<file path="src/rtl/ddo_pkg.sv">
// Shared types, constants and the arctangent table for the differential-drive
// odometry block. No dependencies.
package ddo_pkg;

  // Field widths
  localparam int DELTA_W = 16;
  localparam int POS_W   = 32;
  localparam int ANG_W   = 32;
  localparam int CFG_W   = 32;

  // Configuration register indexes
  localparam int CFG_IDX_W = 1;
  localparam logic [CFG_IDX_W-1:0] REG_METRES_PER_COUNT = 1'd0;
  localparam logic [CFG_IDX_W-1:0] REG_TURN_PER_COUNT   = 1'd1;
  localparam logic [CFG_W-1:0] METRES_PER_COUNT_RST = 32'd49513;
  localparam logic [CFG_W-1:0] TURN_PER_COUNT_RST   = 32'd15760;

  // Algorithm constants
  localparam int CORDIC_STEPS  = 16;
  localparam int POS_FRAC_BITS = 16;
  localparam int STEP_W        = $clog2(CORDIC_STEPS);
  localparam int ATAN_IDX_W    = 5;

  // Distance: sum (17b) times unsigned count scale (33b signed) in Q.33,
  // rounded to Q.(POS_FRAC_BITS+6)
  localparam int SUM_IN_W = DELTA_W + 1;
  localparam int RAW_W    = SUM_IN_W + CFG_W + 1;
  localparam int D_SHIFT  = 27 - POS_FRAC_BITS;
  localparam int D_W      = RAW_W - D_SHIFT;
  localparam logic signed [RAW_W-1:0] D_HALF = RAW_W'(64'd1 << (D_SHIFT - 1));

  // CORDIC datapath: Q.30 x/y and binary-angle residual, two guard bits
  localparam int XY_W = 34;
  localparam int Z_W  = ANG_W + 2;
  localparam logic signed [XY_W-1:0] GAIN_INV_Q30 = XY_W'(652032874);
  localparam logic signed [Z_W-1:0]  QUARTER_TURN = Z_W'(64'd1073741824);
  localparam logic signed [Z_W-1:0]  HALF_TURN    = Z_W'(64'd2147483648);

  // cos/sin rounded to Q.16
  localparam int CS_SHIFT = 14;
  localparam int C_W      = XY_W - CS_SHIFT;
  localparam logic signed [XY_W-1:0] CS_HALF = XY_W'(64'd1 << (CS_SHIFT - 1));

  // Projection product d*cos, rounded back to the position format
  localparam int P_W      = D_W + C_W;
  localparam int P_SHIFT  = 22;
  localparam int DX_W     = P_W - P_SHIFT;
  localparam int ACC_W    = DX_W + 1;
  localparam logic signed [P_W-1:0] P_HALF = P_W'(64'd1 << (P_SHIFT - 1));

  // Datapath command word from the controller
  typedef struct packed {
    logic              load;
    logic              mul;
    logic              fold;
    logic              rotate;
    logic [STEP_W-1:0] step_idx;
    logic              round;
    logic              proj;
    logic              commit;
  } ddo_cmd_t;

  function automatic logic [ANG_W-1:0] atan_lookup(input logic [ATAN_IDX_W-1:0] idx);
    logic [ANG_W-1:0] v;
    case (idx)
      5'd0:    v = 32'h20000000;
      5'd1:    v = 32'h12E4051E;
      5'd2:    v = 32'h09FB385B;
      5'd3:    v = 32'h051111D4;
      5'd4:    v = 32'h028B0D43;
      5'd5:    v = 32'h0145D7E1;
      5'd6:    v = 32'h00A2F61E;
      5'd7:    v = 32'h00517C55;
      5'd8:    v = 32'h0028BE53;
      5'd9:    v = 32'h00145F2F;
      5'd10:   v = 32'h000A2F98;
      5'd11:   v = 32'h000517CC;
      5'd12:   v = 32'h00028BE6;
      5'd13:   v = 32'h000145F3;
      5'd14:   v = 32'h0000A2FA;
      5'd15:   v = 32'h0000517D;
      5'd16:   v = 32'h000028BE;
      5'd17:   v = 32'h0000145F;
      5'd18:   v = 32'h00000A30;
      5'd19:   v = 32'h00000518;
      5'd20:   v = 32'h0000028C;
      5'd21:   v = 32'h00000146;
      5'd22:   v = 32'h000000A3;
      5'd23:   v = 32'h00000051;
      5'd24:   v = 32'h00000029;
      5'd25:   v = 32'h00000014;
      5'd26:   v = 32'h0000000A;
      5'd27:   v = 32'h00000005;
      5'd28:   v = 32'h00000003;
      5'd29:   v = 32'h00000001;
      default: v = 32'h00000000;
    endcase
    return v;
  endfunction

endpackage

</file>
<file path="src/rtl/ddo_ctrl.sv">
// Sequencing controller for the odometry datapath: handshakes, step counter
// and the command word. Depends on ddo_pkg.
module ddo_ctrl (
  input  logic              clk,
  input  logic              rst,
  input  logic              in_valid,
  output logic              in_ready,
  output logic              out_valid,
  input  logic              out_ready,
  output ddo_pkg::ddo_cmd_t cmd
);
  import ddo_pkg::*;

  localparam logic [2:0] S_IDLE   = 3'd0;
  localparam logic [2:0] S_MUL    = 3'd1;
  localparam logic [2:0] S_FOLD   = 3'd2;
  localparam logic [2:0] S_ROT    = 3'd3;
  localparam logic [2:0] S_ROUND  = 3'd4;
  localparam logic [2:0] S_PROJ   = 3'd5;
  localparam logic [2:0] S_COMMIT = 3'd6;

  localparam logic [STEP_W-1:0] LAST_STEP = STEP_W'(CORDIC_STEPS - 1);

  logic [2:0]        state, state_next;
  logic [STEP_W-1:0] step, step_next;
  logic              out_valid_next;
  logic              slot_free;

  assign in_ready  = (state == S_IDLE);
  assign slot_free = !out_valid || out_ready;

  always_comb begin
    state_next     = state;
    step_next      = step;
    cmd            = '0;
    cmd.step_idx   = step;
    out_valid_next = out_valid && !out_ready;
    unique case (state)
      S_IDLE: begin
        if (in_valid) begin
          cmd.load   = 1'b1;
          state_next = S_MUL;
        end
      end
      S_MUL: begin
        cmd.mul    = 1'b1;
        state_next = S_FOLD;
      end
      S_FOLD: begin
        cmd.fold   = 1'b1;
        step_next  = '0;
        state_next = S_ROT;
      end
      S_ROT: begin
        cmd.rotate = 1'b1;
        if (step == LAST_STEP) begin
          state_next = S_ROUND;
        end else begin
          step_next = step + 1'b1;
        end
      end
      S_ROUND: begin
        cmd.round  = 1'b1;
        state_next = S_PROJ;
      end
      S_PROJ: begin
        cmd.proj   = 1'b1;
        state_next = S_COMMIT;
      end
      S_COMMIT: begin
        // hold until the previous pose beat has left the output
        if (slot_free) begin
          cmd.commit     = 1'b1;
          out_valid_next = 1'b1;
          state_next     = S_IDLE;
        end
      end
      default: state_next = S_IDLE;
    endcase
  end

  always_ff @(posedge clk) begin
    if (rst) begin
      state     <= S_IDLE;
      step      <= '0;
      out_valid <= 1'b0;
    end else begin
      state     <= state_next;
      step      <= step_next;
      out_valid <= out_valid_next;
    end
  end

endmodule

</file>
<file path="config.mk">
export PLATFORM = sky130hd
export DESIGN_NAME = ddo_ctrl
export DESIGN_NICKNAME = d
export VERILOG_FILES = /design/src/rtl/ddo_pkg.sv /design/src/rtl/ddo_ctrl.sv
export SDC_FILE = /design/constraint.sdc
export NUM_CORES = 1
export LEC_CHECK = 0
export ABC_AREA = 0
export BUFFER_PORTS_ARGS = -buffer_cell sky130_fd_sc_hd__clkbuf_2
export CORE_AREA = 4 4 41 43
export DETAILED_ROUTE_END_ITERATION = 8
export DIE_AREA = 0 0 45 47
export HOLD_SLACK_MARGIN = 0.15
export SLEW_MARGIN = 20
export SYNTH_ARGS = -nofsm -noshare
export SYNTH_HDL_FRONTEND = slang
export SYNTH_SLANG_ARGS = --single-unit
</file>
<file path="constraint.sdc">
create_clock -name clk -period 3.1 [get_ports clk]
set_clock_uncertainty 0.15 [all_clocks]
set_input_delay 0.155 -clock clk [delete_from_list [all_inputs] [get_ports clk]]
set_output_delay 0.155 -clock clk [all_outputs]
set_load 0.02 [all_outputs]
</file>
==> impl_results.md <==
* Clk_lat worst skew at 250 ps
* Setup CP Type: flip-flop to flip-flop
* Most common cell in the netlist: dfxtp_1
* Synth top area cells: dfxtp_1 (34%), nand3_1 (6.3%), buf_6 (4.7%)
* Hold Path Cell Cnt at 2
* Hold WS at 380 ps
* Antenna violations before repair at 0
* Slew Viols, Final at 0
* CP endpoint kind: flip-flop
* Gr usage total at 0.128
* Largest area contributor in the netlist: dfxtp_1
* R2R cell count at 5
* H-tree depth at 1
* Largest net degree at the start of global routing at 14
* Placer Congestion at 0.814
* DRC Markers at 0
* Number of synthesized register bits at 8
* Primary FF master, synth: dfxtp_1
* Post-CTS Setup Repair Bufs at 0
* Drt first pass iters at 3
* Switching portion of total power at 0.309
* Max FO, Critical Path at 7
* Drt total wl at 1150 um
* Fin util at 0.463
* Io pins at 17
* TritonCTS clock tree: built
* Fill cells at 147
* Min-Delay Path Class: flip-flop to flip-flop
* Clock power share at 0.328
* Dpl hpwl at 821 um
* VDD IR max at 0.000157 V
* Post-Synthesis Cells at 58
* Clock sink count at 8
* NumNets Final at 84
* Antenna viol nets, final at 0
* RSZ-0062 raised after global routing: no
* First-pass GRT wire length at 1920 um
* DR vias/cell at 5.26
* Min Tclk post-route at 1940 ps
* Post-synth top area share at 0.338
* Vert. Die Dim at 47 um
* Combinational share of power at 0.200
* Sw power at 0.0000766 W
* CP required at 3150 ps
* # diodes at 0
* Maxcap violations at 0
* Status: completed
* Crit share post-route at 0.625
* Yosys Warn Count at 0
* Vias at 484
* Number of global-route vias before repair at 418
* Area Overhead vs Synth at 26.9%
* CTS Buf Count at 3
* Crit start category: flip-flop
* WL per Instance at 12.5 um
* Leakage power at 0.254 nW
* Final Power at 0.000248 W
* Clk slew on worst S/H paths at 60 ps
* FMAX at 516 MHz
* Post-synth EDFFs at 0
* Setup TNS Final at 0 ps
* Number of DRC markers in iteration 0 at 3
* GRT overflow at 0
* Ys async rst share at 0
* Avg Inst Size Synth at 8.18 sq um
* Most common library cells after synthesis: dfxtp_1 (8), nand3_1 (6), a21oi_1 (4), nand2_1 (4), nor2_1 (4)
* Buffers on Ports at 16
* Internal power at 0.000171 W
* Sequential fraction of the synthesis area at 0.338
* Full die area at 0.00212 sq mm
* Fin. Hold Viols at 0
* Sequential Power Share at 0.472
* Clock root buffer: clkbuf_4
* Number of setup violations in the final report at 0
* Share of cells above drive strength 1 at 0.273
* CP arrival at 1980 ps
* Die Span X at 45 um
* Synth Net Count at 63
* Worst-margin pin slew at 427 ps
* CTS Buffer Depth at 2
* Row count at 13
* Relative slew slack at 0.715
* Pwr Density at 411 mW/mm^2
* Core ar. at 0.00130 sq mm
* Netlist cell types at 29
* Cell area after synthesis at 474 sq um
* Starting Density at 0.364
==> path summary, 6_finish.rpt <==
kind | startpoint | endpoint | slack [ps]
hold reg to reg | out_valid | out_valid | 380
setup reg to reg | step[0] | state[2] | 1160
setup / recovery | step[0] | state[2] | 1160
hold / removal | out_valid | out_valid | 380
==> power by group through the flow <==
stage | Combinational, W | Clock [W] | Sequential (W)
after global placement | 0.0000462 | 0 | 0.000118
final | 0.0000496 | 0.0000812 | 0.000117
after global routing | 0.0000543 | 0.0000918 | 0.000118
after floorplan | 0.0000418 | 0 | 0.000113
after CTS | 0.0000499 | 0.0000855 | 0.000116
after detailed placement | 0.0000469 | 0 | 0.000119
==> layer usage <==
metal  global-route usage  wire (um)  up-vias
met3               0.0460         74        2
li1                     -          -      250
met5                    0          0        -
met1                0.165        567      218
met2                0.186        499       14
met4               0.0702          6        0
==> per-stage QoR <==
stage	instances	instance area, sq um	setup WS (ps)
2_1_floorplan	58	474	1600
3_3_place_gp	85	539	1590
3_5_place_dp	85	539	1590
4_1_cts	92	602	1170
5_1_grt	92	602	1010
6_report	92	602	1160
==> cells in the final DEF (no fill, tap or decap), types with 2 or more instances in the layout <==
cell type	synthesis	layout
clkbuf_4	0	3
a31oi_1	2	2
nand3_1	6	6
dlygate4sd3_1	0	4
nor2_1	4	4
and2_1	2	2
nand2b_1	2	2
nand2_1	4	4
a21oi_1	4	4
dfxtp_1	8	8
o21ai_0	2	2
and3_1	2	2
inv_1	3	3
clkbuf_2	0	16
==> worst max-delay path, cell delays in order, from the launching register on <==
cell and delay, ps:
dfxtp_1 440, ha_1 280, and3_1 250, nand3_1 90, a21oi_1 130, dlygate4sd3_1 540
==> state kept, by name (all words and copies together) (netlist names) <==
register and cells:
state 3, out_valid 1, step 4
==> area by class of cell <==
class	instances	area [sq um]	area share
multi-input cells	43	269	0.447
flip-flops and latches	8	160	0.266
repair buffers	20	120	0.200
clock buffers	3	22.5	0.0374
well taps	15	18.8	0.0312
inverters	3	11.3	0.0187
==> cells by family after synthesis <==
family / Yosys count / synth area share
buffers and inverters: 7 / 0.0950
DFF: 8 / 0.338
adders and majority gates: 1 / 0.0264
AOI/OAI and AO/OA: 13 / 0.182
and+or+nand+nor: 29 / 0.359
==> repair_timing <==
| item | 4_1_cts | 5_1_grt |
|---|---|---|
| endpoints found under the setup margin | 0 | 0 |
| hold buffers | 4 | 0 |
| hold endpoints to repair | 8 | 0 |
| gates resized for setup | 0 | 0 |
Note: power is estimated with default switching activity, not from simulation.
